## src/rtl/core/swimmer_shear_flow_tangent_rhs_core_macros.svh

```systemverilog
// Assertion macros for the swimmer shear flow tangent core
`ifndef SWIMMER_SHEAR_FLOW_TANGENT_RHS_CORE_MACROS_SVH
`define SWIMMER_SHEAR_FLOW_TANGENT_RHS_CORE_MACROS_SVH

// condition implies consequence in the same cycle
`define SSFTR_ASSERT_IMPL(label, clk, rst_n, a, b) \
    label: assert property (@(posedge clk) disable iff (!rst_n) (a) |-> (b)) \
        else $error("ssftr assertion failed");

// condition implies consequence in the next cycle
`define SSFTR_ASSERT_NEXT(label, clk, rst_n, a, b) \
    label: assert property (@(posedge clk) disable iff (!rst_n) (a) |=> (b)) \
        else $error("ssftr assertion failed");

`endif

```

## src/rtl/core/ssftr_pkg.sv

```systemverilog
// Shared types, constants and helpers for the swimmer shear flow tangent core
package ssftr_pkg;

    localparam int DATA_WIDTH   = 32;
    localparam int SAT_W        = (DATA_WIDTH > 32) ? 32 : DATA_WIDTH;
    localparam int CORDIC_STEPS = 24;
    localparam int CW           = 34;   // CORDIC datapath width
    localparam int AW           = 66;   // accumulation width
    localparam logic signed [CW-1:0] CORDIC_X0 = 34'sd652032874;

    typedef enum logic [2:0] {
        REG_ONE_OVER_PSI = 3'd0,
        REG_SWIM_RATIO   = 3'd1,
        REG_PHASE_OFFSET = 3'd2,
        REG_FLOW_SELECT  = 3'd3
    } t_reg_idx;

    typedef struct packed {
        logic            vld;
        logic [31:0]     phase;
        logic [31:0]     heading;
        logic [8:0][31:0] v;
    } t_item;

    typedef struct packed {
        logic signed [31:0] one_over_psi;
        logic signed [31:0] swim_ratio;
        logic               flow_select;
    } t_cfg;

    function automatic logic signed [CW-1:0] atan_val(input logic [4:0] i);
        logic signed [CW-1:0] r;
        case (i)
            5'd0:  r = 34'sh020000000;
            5'd1:  r = 34'sh012E4051E;
            5'd2:  r = 34'sh009FB385B;
            5'd3:  r = 34'sh0051111D4;
            5'd4:  r = 34'sh0028B0D43;
            5'd5:  r = 34'sh00145D7E1;
            5'd6:  r = 34'sh000A2F61E;
            5'd7:  r = 34'sh000517C55;
            5'd8:  r = 34'sh00028BE53;
            5'd9:  r = 34'sh000145F2F;
            5'd10: r = 34'sh0000A2F98;
            5'd11: r = 34'sh0000517CC;
            5'd12: r = 34'sh000028BE6;
            5'd13: r = 34'sh0000145F3;
            5'd14: r = 34'sh00000A2FA;
            5'd15: r = 34'sh00000517D;
            5'd16: r = 34'sh0000028BE;
            5'd17: r = 34'sh00000145F;
            5'd18: r = 34'sh000000A30;
            5'd19: r = 34'sh000000518;
            5'd20: r = 34'sh00000028C;
            5'd21: r = 34'sh000000146;
            5'd22: r = 34'sh0000000A3;
            5'd23: r = 34'sh000000051;
            default: r = '0;
        endcase
        return r;
    endfunction

    // round half up by s bits, then saturate to SAT_W and sign-extend to 32
    function automatic logic signed [31:0] rnd_sat(input logic signed [AW-1:0] v, input int s);
        logic signed [AW-1:0] one_c;
        logic signed [AW-1:0] t;
        logic signed [AW-1:0] hi;
        logic signed [AW-1:0] lo;
        logic signed [AW-1:0] r;
        one_c = 1;
        t  = (v + (one_c <<< (s - 1))) >>> s;
        hi = (one_c <<< (SAT_W - 1)) - one_c;
        lo = -hi - one_c;
        if (t > hi) r = hi;
        else if (t < lo) r = lo;
        else r = t;
        return r[31:0];
    endfunction

endpackage

```

## src/rtl/core/ssftr_front.sv

```systemverilog
// Front end: request acceptance, phase offset and a two-entry queue
module ssftr_front (
    input  logic                 i_clk,
    input  logic                 i_rst_n,
    input  logic                 i_start,
    input  logic [31:0]          i_phase_offset,
    input  logic [31:0]          i_flow_coord,
    input  logic [31:0]          i_heading,
    input  logic [8:0][31:0]     i_v,
    input  logic                 i_pop,
    output logic                 o_busy,
    output ssftr_pkg::t_item     o_item
);

    ssftr_pkg::t_item r_q [2];
    logic             r_wr, r_rd;
    logic [1:0]       r_cnt;
    logic [1:0]       n_cnt;
    logic             push, pop;

    assign o_busy = (r_cnt == 2'd2);
    assign push   = i_start && !o_busy;
    assign pop    = i_pop && (r_cnt != 2'd0);

    always_comb begin
        n_cnt = r_cnt;
        if (push && !pop) n_cnt = r_cnt + 2'd1;
        else if (pop && !push) n_cnt = r_cnt - 2'd1;
    end

    always_ff @(posedge i_clk) begin
        if (!i_rst_n) begin
            r_wr  <= 1'b0;
            r_rd  <= 1'b0;
            r_cnt <= 2'd0;
        end else begin
            r_cnt <= n_cnt;
            if (push) r_wr <= ~r_wr;
            if (pop) r_rd <= ~r_rd;
        end
    end

    always_ff @(posedge i_clk) begin
        if (push) begin
            r_q[r_wr].vld     <= 1'b1;
            r_q[r_wr].phase   <= i_flow_coord + i_phase_offset;
            r_q[r_wr].heading <= i_heading;
            r_q[r_wr].v       <= i_v;
        end
    end

    always_comb begin
        o_item     = r_q[r_rd];
        o_item.vld = (r_cnt != 2'd0);
    end

endmodule

```

## config.mk

```make
export PLATFORM = sky130hd
export DESIGN_NAME = ssftr_front
export DESIGN_NICKNAME = d
export VERILOG_FILES = /design/src/rtl/core/swimmer_shear_flow_tangent_rhs_core_macros.svh /design/src/rtl/core/ssftr_pkg.sv /design/src/rtl/core/ssftr_front.sv
export SDC_FILE = /design/constraint.sdc
export NUM_CORES = 1
export LEC_CHECK = 0
export ABC_AREA = 1
export BUFFER_PORTS_ARGS = -buffer_cell sky130_fd_sc_hd__clkbuf_2
export CAP_MARGIN = 20
export CORE_AREA = 2 2 292 294
export DETAILED_ROUTE_END_ITERATION = 8
export DIE_AREA = 0 0 294 296
export PLACE_DENSITY_LB_ADDON = 0.3
export SETUP_SLACK_MARGIN = 0.15
export SLEW_MARGIN = 20
export SYNTH_ARGS = -nofsm -noshare
export SYNTH_HDL_FRONTEND = slang
export SYNTH_SLANG_ARGS = --single-unit
export TNS_END_PERCENT = 50
```

## constraint.sdc

```tcl
create_clock -name i_clk -period 46 [get_ports i_clk]
set_input_delay 2.3 -clock i_clk [delete_from_list [all_inputs] [get_ports i_clk]]
set_output_delay 2.3 -clock i_clk [all_outputs]
set_load 0.1 [all_outputs]
```

# Word-level counts from Yosys, hierarchy flattened
# Memory sizes are Yosys's and may differ from the RTL's. A register that Yosys moved wholly into a read port is not among the register bits.
# Index checks and enable logic that the tools add are counted.
# classes
n_addsub,3
eq_ne,1
n_mux,6
n_bitwise,2
n_reduce_logical,9
# ops
op,count
adder 32 bit,1
logical AND 1 bit,4
two-way mux 1 bit,4
two-way mux 2 bit,2
nonzero test 2 bit,2
logical NOT 1 bit,3
adder 2 x 1 -> 2 bit (second input constant),1
== test 2 bit (second input constant),1
NOT 1 bit,2
subtractor 2 x 1 -> 2 bit (second input constant),1
# word_totals
ff_bits,4
ram_bits,704
input_bits,388
out_inout_bits,354
word_cells,25
n_memories,1
# mem_list
name,words,width,read_ports,rd_ports_with_merged_regs,write_ports,line_no,text
r_q,2,352,1,1,1,ssftr_front.sv:15,ssftr_pkg::t_item r_q [2];

# Longest topological paths before layout
# Gate-level depths: netlist of the first run.
# logic_depth
depth_word,7
ltp_mapped,12
mapped_depth_nobuf,12

# Worst setup path before layout of the first run
# OpenSTA, ideal clock, no wires.
# synth_timing
path_kind,input to register
start,in i_start
end,mem r_q[1][0] (netlist name) (enable)
setup_time_ps,1076
t_arrival_ps,17027
t_required_ps,44924
slack_ps,27897
path_stages,2
path_buffers,0
path_cell_list,o21ai_0 -> nor2_1
# synth_between
elab_chain_cells,3
# synth_rtl
item,line_no,text
start: declaration,ssftr_front.sv:5,"input logic i_start,"
logical AND 1 bit,ssftr_front.sv:22,assign push = i_start && !o_busy;
two-way mux 1 bit,--,
two-way mux 1 bit (implied by the code),ssftr_front.sv:48,r_q[r_wr].v <= i_v;
end: declaration,ssftr_front.sv:15,
# No other way between the ends.

==> results of run 1 <==
[state kept, by name (all words and copies together), names as in the netlist, named ones only]
signal / count
r_cnt: 2
r_rd: 1
r_wr: 1
r_q: 704
[per-layer routing]
layer	global-route usage	up-vias	wire length [um]
met2	0.277	536	37300
met3	0.0520	99	5670
li1	-	7561	-
met5	0	-	55
met1	0.157	7964	24400
met4	0.0442	8	1420
[Yosys cell counts]
master	count	area share
sky130_fd_sc_hd__mux2_2	352	0.14
sky130_fd_sc_hd__nor2_1	42	0.0056
sky130_fd_sc_hd__inv_1	117	0.016
sky130_fd_sc_hd__fa_1	1	0.00071
sky130_fd_sc_hd__nor2_2	1	0.00022
sky130_fd_sc_hd__nand3_1	25	0.0045
sky130_fd_sc_hd__buf_6	28	0.011
sky130_fd_sc_hd__o21ai_0	6	0.0011
sky130_fd_sc_hd__edfxtp_1	704	0.75
sky130_fd_sc_hd__xor2_1	15	0.0047
sky130_fd_sc_hd__a21o_1	1	0.00027
sky130_fd_sc_hd__nand4_1	4	0.00089
sky130_fd_sc_hd__xnor2_1	1	0.00031
sky130_fd_sc_hd__o21bai_1	2	0.00054
sky130_fd_sc_hd__nand3_2	1	0.00036
sky130_fd_sc_hd__dfxtp_1	5	0.0036
sky130_fd_sc_hd__buf_4	3	0.00080
sky130_fd_sc_hd__nor3_1	5	0.00089
sky130_fd_sc_hd__buf_2	8	0.0014
sky130_fd_sc_hd__nand2_1	228	0.031
sky130_fd_sc_hd__ha_1	32	0.014
sky130_fd_sc_hd__nand2_2	8	0.0018
sky130_fd_sc_hd__a21oi_1	25	0.0045
[power groups by stage]
| stage | clock (mW) | sequential (mW) | combinational [mW] |
|---|---|---|---|
| after floorplan | 0 | 0.907 | 0.885 |
| after global placement | 0 | 0.856 | 1.04 |
| after detailed placement | 0 | 0.861 | 1.04 |
| after CTS | 0.587 | 0.847 | 1.04 |
| after global routing | 0.610 | 0.854 | 1.07 |
| final | 0.569 | 0.846 | 1.04 |
[critical path, stage by stage (launching register included)]
cell                       delay [ps]
sky130_fd_sc_hd__dfxtp_4          940
sky130_fd_sc_hd__buf_4            900
sky130_fd_sc_hd__buf_4            760
sky130_fd_sc_hd__mux2_2           430
sky130_fd_sc_hd__clkbuf_2         390
[cell type report]
type,count,area (sq um)
Fill cell,7722,49000
Sequential cell,709,21200
Multi-Input combinational cell,749,5970
Timing Repair Buffer,754,3860
Clock buffer,99,2040
Tap cell,1090,1360
Inverter,117,439
Clock inverter,35,283
[cell families (layout without fill, tap and decap cells)]
kind of cell               count (synthesis)  after routing  synth area share
xor gates and xnor gates                  16             16           0.00500
adders and majority gates                 33             33            0.0150
buffers and inverters                    156           1005            0.0292
AOI/OAI and AO/OA                         34             34           0.00634
muxes                                    352            352             0.141
DFF                                      709            709             0.758
and+or+nand+nor                          314            314            0.0448
[metrics by stage]
| stage | instances | area, sq um | worst slack (ps) |
|---|---|---|---|
| 4_1_cts | 3552 | 35200 | 39160 |
| 6_report | 3553 | 35200 | 39510 |
| 2_1_floorplan | 1614 | 28000 | 27900 |
| 3_5_place_dp | 3418 | 32800 | 39590 |
| 5_1_grt | 3553 | 35200 | 39280 |
| 3_3_place_gp | 3418 | 32800 | 39670 |
[path summary, 6_finish.rpt]
kind	slack, ps	start	to
max	39510	register	o_item[88]
min	480	r_rd$_SDFFE_PN0P_	register
max reg2reg	41860	r_cnt[1]$_SDFFE_PN0P_	r_q[0][171]$_DFFE_PP_
min reg2reg	480	r_rd$_SDFFE_PN0P_	register
==> flow_summary.json, run 1 <==
{
  "holdPathStages": 2,
  "area_growth_syn_to_layout_pct": 25.7,
  "post_synth.cell_area_avg_sq_um": 17.4,
  "criticalPathCategory": "register to output pin",
  "detail-route-antenna-nets": 0,
  "report.final.hold_viol_count": 0,
  "gp_congestion": 0.849,
  "post-cts-setup-buffers": 0,
  "numClockSinks": 709,
  "most_frequent_cells_in_the_layout": "sky130_fd_sc_hd__clkbuf_2 (741), sky130_fd_sc_hd__edfxtp_1 (704), sky130_fd_sc_hd__mux2_2 (352)",
  "grt_max_degree": 157,
  "final_period_minus_worst_setup_slack_ps": 6490,
  "nNetsFinal": 2828,
  "clkSlewWorstSetupHoldPaths_ps": 60,
  "synthesis.nets": 2035,
  "totalPowerFinal_mw": 2.45,
  "critPathRequiredTime_ps": 43700,
  "postRouteWirelength_um": 68900,
  "worst_hold_path_type": "register to register",
  "placement_rows": 107,
  "fp.dieW_um": 294,
  "worst_setup_path_start_kind": "register",
  "design.core.area_sq_um": 84200,
  "drtPass1Iterations": 5,
  "report.final.setup_viol": 0,
  "measured_slew_at_the_worst_slew_check_pin_ps": 1060,
  "seq_area_frac_synth": 0.758,
  "p_leak_nw": 14.0,
  "drc": 0,
  "syn_inst": 1614,
  "cts.path.max_buffers": 3,
  "whs_ps": 481,
  "gr-usage-all-layers": 0.149,
  "starting_utilization_of_the_core_area": 0.333,
  "final_layout_size_suffix_gt1_frac": 0.494,
  "worst-path-max-fanout": 73,
  "h-tree-depth": 3,
  "max_clock_freq_mhz": 154,
  "grt_antenna_before_repair": 6,
  "grt_first_pass_wirelength_um": 98100,
  "clkPwrFrac": 0.232,
  "mostFrequentLayoutCell": "sky130_fd_sc_hd__clkbuf_2",
  "clk_root_buffer_cell": "sky130_fd_sc_hd__clkbuf_16",
  "half_perimeter_wire_length_after_detailed_placement_um": 49600,
  "ff2ff_path_depth": 7,
  "cts_repair_resize_count": 0,
  "num_vias": 16200,
  "post_drt_wl_per_cell_um": 19.4,
  "cap_violations": 0,
  "cts_buffers": 76,
  "power-per-cell-area_nw_per_um2": 69.6,
  "vias_per_cell": 4.55,
  "finalCritPeriodShare": 0.141,
  "dieHeight_um": 296,
  "cts-hold-fix-buffers": 0,
  "drv_slew": 0,
  "fp.dieArea_sq_um": 87000,
  "maxSlewHeadroom": 0.296,
  "grt_setup_unrepaired": "no",
  "setup_tns_ps": 0,
  "final.setup_skew_ps": 28.1,
  "ys_warn_count": 0,
  "postSynthRegisterBits": 709,
  "timing.critical_path.to_type": "output pin",
  "number_of_i_o_port_buffers": 741,
  "post_synth_instance_area_sq_um": 28000,
  "internal_power_mw": 1.32,
  "reported_net_switching_power_mw": 1.13,
  "share_comb_of_total_power": 0.423,
  "io_pins": 742,
  "run_status": "completed",
  "num_antenna_cells": 0,
  "number_of_drc_markers_after_the_initial_detailed_route_iteration": 701,
  "via_count_of_the_first_global_routing_pass": 16600,
  "data_arrival_time_of_the_worst_path_ps": 4190,
  "final_core_utilization": 0.418,
  "switching_share": 0.461,
  "grt_remaining_overflow": 0,
  "post_synth_num_cell_types": 23,
  "clkLatencyLatePin_ps": 600,
  "power_frac_seq": 0.345,
  "max-vdd-ir-drop_mv": 0.0498,
  "tritoncts_clock_tree": "yes"
}
Power figures use the tool's default switching activity.
==> inputs of run 2 (changes only) <==
- clock period: 46 -> 5.69 ns (I/O delays scaled with it)
==> run 2 against run 1 <==
  * Critical path depth fell by 1
  * Non-clock buffer count grew 325
  * Worst hold slack got worse by 400 ps
  * Clock-buffer cell count did not move
  * Routed wire length increased by 8.7%
  * Worst setup slack got worse by 37000 ps
  * Cell area is 9.9% higher
  * Via count increased by 9.4%
  * Critical path type unchanged
==> flow_summary.json, run 2 (synthesis gave the netlist of run 1 again) <==
{
  "run_status": "completed",
  "fp.dieW_um": 294,
  "mostFrequentLayoutCell": "sky130_fd_sc_hd__clkbuf_2",
  "postRouteWirelength_um": 74900,
  "criticalPathCategory": "register to output pin",
  "io_pins": 742,
  "max-vdd-ir-drop_mv": 0.380,
  "dieHeight_um": 296,
  "final_core_utilization": 0.459,
  "number_of_drc_markers_after_the_initial_detailed_route_iteration": 895,
  "p_leak_nw": 15.4,
  "clkLatencyLatePin_ps": 620,
  "report.final.hold_viol_count": 0,
  "design.core.area_sq_um": 84200,
  "gr-usage-all-layers": 0.162,
  "number_of_i_o_port_buffers": 741,
  "finalCritPeriodShare": 0.584,
  "detail-route-antenna-nets": 0,
  "fp.dieArea_sq_um": 87000,
  "setup_tns_ps": 0,
  "data_arrival_time_of_the_worst_path_ps": 3040,
  "final.setup_skew_ps": 30.0,
  "drv_slew": 0,
  "placement_rows": 107,
  "measured_slew_at_the_worst_slew_check_pin_ps": 1080,
  "worst_hold_path_type": "input pin to register",
  "maxSlewHeadroom": 0.277,
  "starting_utilization_of_the_core_area": 0.333,
  "regMostFlops": "r_q",
  "via_count_of_the_first_global_routing_pass": 18500,
  "worst-path-max-fanout": 106,
  "grt_antenna_before_repair": 2,
  "cts_repair_resize_count": 0,
  "power-per-cell-area_nw_per_um2": 525,
  "seq_area_sq_um": 21200,
  "vias_per_cell": 4.55,
  "grt_max_degree": 145,
  "max_ffs_per_register": 704,
  "clkSlewWorstSetupHoldPaths_ps": 50,
  "cts.path.max_buffers": 3,
  "largest_registers": "r_q (704), r_cnt (2)",
  "area_growth_syn_to_layout_pct": 38.1,
  "max_clock_freq_mhz": 301,
  "cts-hold-fix-buffers": 323,
  "gp_congestion": 0.894,
  "clk_root_buffer_cell": "sky130_fd_sc_hd__clkbuf_16",
  "drc": 0,
  "h-tree-depth": 3,
  "final_period_minus_worst_setup_slack_ps": 3320,
  "worst-path-buf-inv": 2,
  "critPathRequiredTime_ps": 5410,
  "final_layout_size_suffix_gt1_frac": 0.440,
  "worst_setup_path_start_kind": "register",
  "cts_buffers": 78,
  "post_drt_wl_per_cell_um": 19.3,
  "most_frequent_cells_in_the_layout": "sky130_fd_sc_hd__clkbuf_2 (741), sky130_fd_sc_hd__edfxtp_1 (704), sky130_fd_sc_hd__mux2_2 (352)",
  "nNetsFinal": 3155,
  "drtPass1Iterations": 5,
  "timing.critical_path.slowest_cell_delay_ps": 850,
  "list_of_cells_traversed_by_the_critical_path": "buf_12 > mux2_2 > clkbuf_2",
  "filler_cells": 7367,
  "grt_remaining_overflow": 0,
  "timing.critical_path.to_type": "output pin",
  "numClockSinks": 709,
  "grt_setup_unrepaired": "no",
  "post-cts-setup-buffers": 0,
  "num_vias": 17700,
  "tritoncts_clock_tree": "yes",
  "grt_first_pass_wirelength_um": 107000,
  "crit_family": "flip-flops",
  "cpMaxStageDelayCell": "sky130_fd_sc_hd__dfxtp_4",
  "half_perimeter_wire_length_after_detailed_placement_um": 52400,
  "report.final.setup_viol": 0,
  "footprint_of_the_multi_input_gates_sq_um": 5980,
  "cap_violations": 0
}
## run 2: path summary, 6_finish.rpt
kind	endpoint	cells after the start	slack, ps	start
setup / recovery	o_item[98]	3	2370	register
hold / removal	r_q[1][321]$_DFFE_PP_	2	80	i_flow_coord[1]
setup reg to reg	r_q[1][323]$_DFFE_PP_	5	3330	r_cnt[1]$_SDFFE_PN0P_
hold reg to reg	register	2	460	r_rd$_SDFFE_PN0P_
## run 2: metrics by stage
stage / cells / cell area [sq um] / worst slack [ps] / power, mW / hold WS (ps)
4_1_cts: 3886 / 38700 / 2310 / 20.5 / 17.6
2_1_floorplan: 1614 / 28000 / -402 / 14.1 / 383
6_report: 3887 / 38700 / 2370 / 20.3 / 78.9
5_1_grt: 3887 / 38700 / 2260 / 21.0 / 45.0
3_3_place_gp: 3421 / 33000 / 3030 / 15.3 / 446
3_5_place_dp: 3421 / 33000 / 3000 / 15.4 / 457
## run 2: worst reg2reg max path, delay by kind of cell, from the launching register on
family,cells,cell delay [ps]
AO/OA/AOI/OAI,1,80
AND/OR/NAND/NOR,1,700
buffers and inverters,3,890
flip-flops,1,310
## run 2: power by group
part           switching (mW)  total [mW]  internal (mW)
registers               0.221        6.87           6.65
clock network            2.08        4.85           2.77
logic                    7.03        8.59           1.56
## run 2: cell type report
cell class              instances  area share
multi-input cells             749       0.155
flip-flops and latches        709       0.549
repair buffers               1079       0.185
inverters                     117      0.0114
clock buffers                  99      0.0531
diodes                          1   0.0000647
well taps                    1090      0.0353
clock inverters                43      0.0109
## run 2: routing by layer
metal  GRT usage  wire length [um]  up-vias
li1            -                 -     8221
met1       0.183             28500     8744
met2       0.297             39700      566
met3      0.0369              4100      150
met4      0.0617              2560        2
met5           0                13        -
==> inputs of run 3 (changes only) <==
- clock period: 5.69 -> 2.8 ns (I/O delays scaled with it)
==> run 3 against run 2 <==
  * Total power up 110%
  * Cell count is 0.75% higher
  * Cell area is 1.5% higher
  * Sequential share of layout area fell by 0.83 points
  * Critical path type unchanged
==> flow_summary.json, run 3 (synthesis gave the netlist of run 1 again) <==
{
  "run_status": "completed",
  "final_period_minus_worst_setup_slack_ps": 2640,
  "seq_area_sq_um": 21200,
  "clkSlewWorstSetupHoldPaths_ps": 60,
  "footprint_of_the_multi_input_gates_sq_um": 5980,
  "worst_slack_ps": 162,
  "setup_tns_ps": 0,
  "largest_registers": "r_q (704), r_cnt (2)",
  "report.final.setup_viol": 0,
  "numClockSinks": 709,
  "placedInstanceArea_sq_um": 33200,
  "most_frequent_cells_in_the_layout": "sky130_fd_sc_hd__edfxtp_1 (704), sky130_fd_sc_hd__clkbuf_2 (699), sky130_fd_sc_hd__mux2_2 (352)",
  "fin_area_sq_um": 39300,
  "num_vias": 17700,
  "fp.dieW_um": 294,
  "clkLatencyLatePin_ps": 620,
  "post_drt_wl_per_cell_um": 18.9,
  "max_clock_freq_mhz": 379,
  "design.core.area_sq_um": 84200,
  "worst_hold_path_type": "input pin to register",
  "placement_rows": 107,
  "list_of_cells_traversed_by_the_critical_path": "buf_16 > mux2_2 > clkbuf_2",
  "number_of_drc_markers_after_the_initial_detailed_route_iteration": 826,
  "grt_first_pass_wirelength_um": 107000,
  "data_arrival_time_of_the_worst_path_ps": 2500,
  "area_growth_syn_to_layout_pct": 40.2,
  "timing.critical_path.to_type": "output pin",
  "report.final.hold_viol_count": 0,
  "clk_root_buffer_cell": "sky130_fd_sc_hd__clkbuf_16",
  "dieHeight_um": 296,
  "timing.critical_path.slowest_cell_delay_ps": 520,
  "measured_slew_at_the_worst_slew_check_pin_ps": 685,
  "final_layout_size_suffix_gt1_frac": 0.450,
  "half_perimeter_wire_length_after_detailed_placement_um": 52300,
  "cts.path.max_buffers": 3,
  "stdcell_count": 3916,
  "worst-path-buf-inv": 2,
  "gr-usage-all-layers": 0.161,
  "io_pins": 742,
  "place_inst": 3441,
  "power-per-cell-area_nw_per_um2": 1080,
  "pre_cts_slack_ps": 734,
  "max_ffs_per_register": 704,
  "criticalPathCategory": "register to output pin",
  "h-tree-depth": 3,
  "worst_setup_path_start_kind": "register",
  "cts_buffers": 79,
  "drtPass1Iterations": 5,
  "final.setup_skew_ps": 30.3,
  "grt_remaining_overflow": 0,
  "post-cts-setup-buffers": 0,
  "grt_antenna_before_repair": 5,
  "postRouteWirelength_um": 74000,
  "fp.dieArea_sq_um": 87000,
  "nNetsFinal": 3183,
  "grt_setup_unrepaired": "yes",
  "worst-path-max-fanout": 96,
  "maxSlewHeadroom": 0.545,
  "vias_per_cell": 4.52,
  "tritoncts_clock_tree": "yes",
  "max-vdd-ir-drop_mv": 0.780,
  "grt_max_degree": 97,
  "starting_utilization_of_the_core_area": 0.333,
  "crit_family": "buffers and inverters",
  "p_leak_nw": 15.7,
  "drc": 0,
  "via_count_of_the_first_global_routing_pass": 18600,
  "gp_congestion": 0.918,
  "number_of_i_o_port_buffers": 741,
  "detail-route-antenna-nets": 0,
  "final_core_utilization": 0.466,
  "drv_slew": 0,
  "critPathRequiredTime_ps": 2660,
  "regMostFlops": "r_q",
  "cap_violations": 0,
  "mostFrequentLayoutCell": "sky130_fd_sc_hd__edfxtp_1",
  "cpMaxStageDelayCell": "sky130_fd_sc_hd__dfxtp_4",
  "finalCritPeriodShare": 0.942,
  "filler_cells": 7278
}
run 3: report_power, final:
group / internal, mW / leakage [nW] / switching, mW
Clock: 6.23 / 1.32 / 4.36
Combinational: 3.42 / 7.77 / 14.5
Sequential: 13.5 / 6.61 / 0.334
run 3: final cells by class:
| type | count | share of cell area |
|---|---|---|
| flip-flops and latches | 709 | 0.541 |
| repair buffers | 1106 | 0.192 |
| multi-input cells | 749 | 0.152 |
| clock buffers | 84 | 0.0514 |
| well taps | 1090 | 0.0347 |
| clock inverters | 60 | 0.0169 |
| inverters | 117 | 0.0112 |
| diodes | 1 | 0.0000637 |
run 3: per-stage QoR:
step                      power, mW  hold WS (ps)
after detailed placement       31.6           332
after global placement         31.5           330
after floorplan                28.8           239
final                          42.3          70.8
after global routing           43.7          68.6
after CTS                      42.8          8.46
run 3: worst min-delay path: stages:
cell and delay, ps:
sky130_fd_sc_hd__clkbuf_2 100, sky130_fd_sc_hd__o21ai_4 80, sky130_fd_sc_hd__inv_1 80, sky130_fd_sc_hd__ha_1 170
sky130_fd_sc_hd__a21oi_1 70
run 3: what timing repair did:
action                                  in CTS  in global routing
resized for setup                           20                 23
endpoints found under the setup margin     142                123
hold endpoints to repair                   651                  0
hold buffers                               330                  0
run 3: worst paths after layout:
check / from / to / slack, ps / depth (start not counted)
max: register / o_item[229] / 160 / 3
min: i_start / r_cnt[0]$_SDFFE_PN0P_ / 70 / 5
max reg2reg: r_cnt[1]$_SDFFE_PN0P_ / r_q[1][109]$_DFFE_PP_ / 900 / 5
min reg2reg: r_rd$_SDFFE_PN0P_ / register / 470 / 2
run 3: per-layer routing:
layer  part of all wire  global-route usage  wire length (um)
met1               0.38               0.181             28000
met3              0.062              0.0408              4610
met4              0.038              0.0684              2780
met2               0.52               0.288             38600
met5            0.00073                   0                54
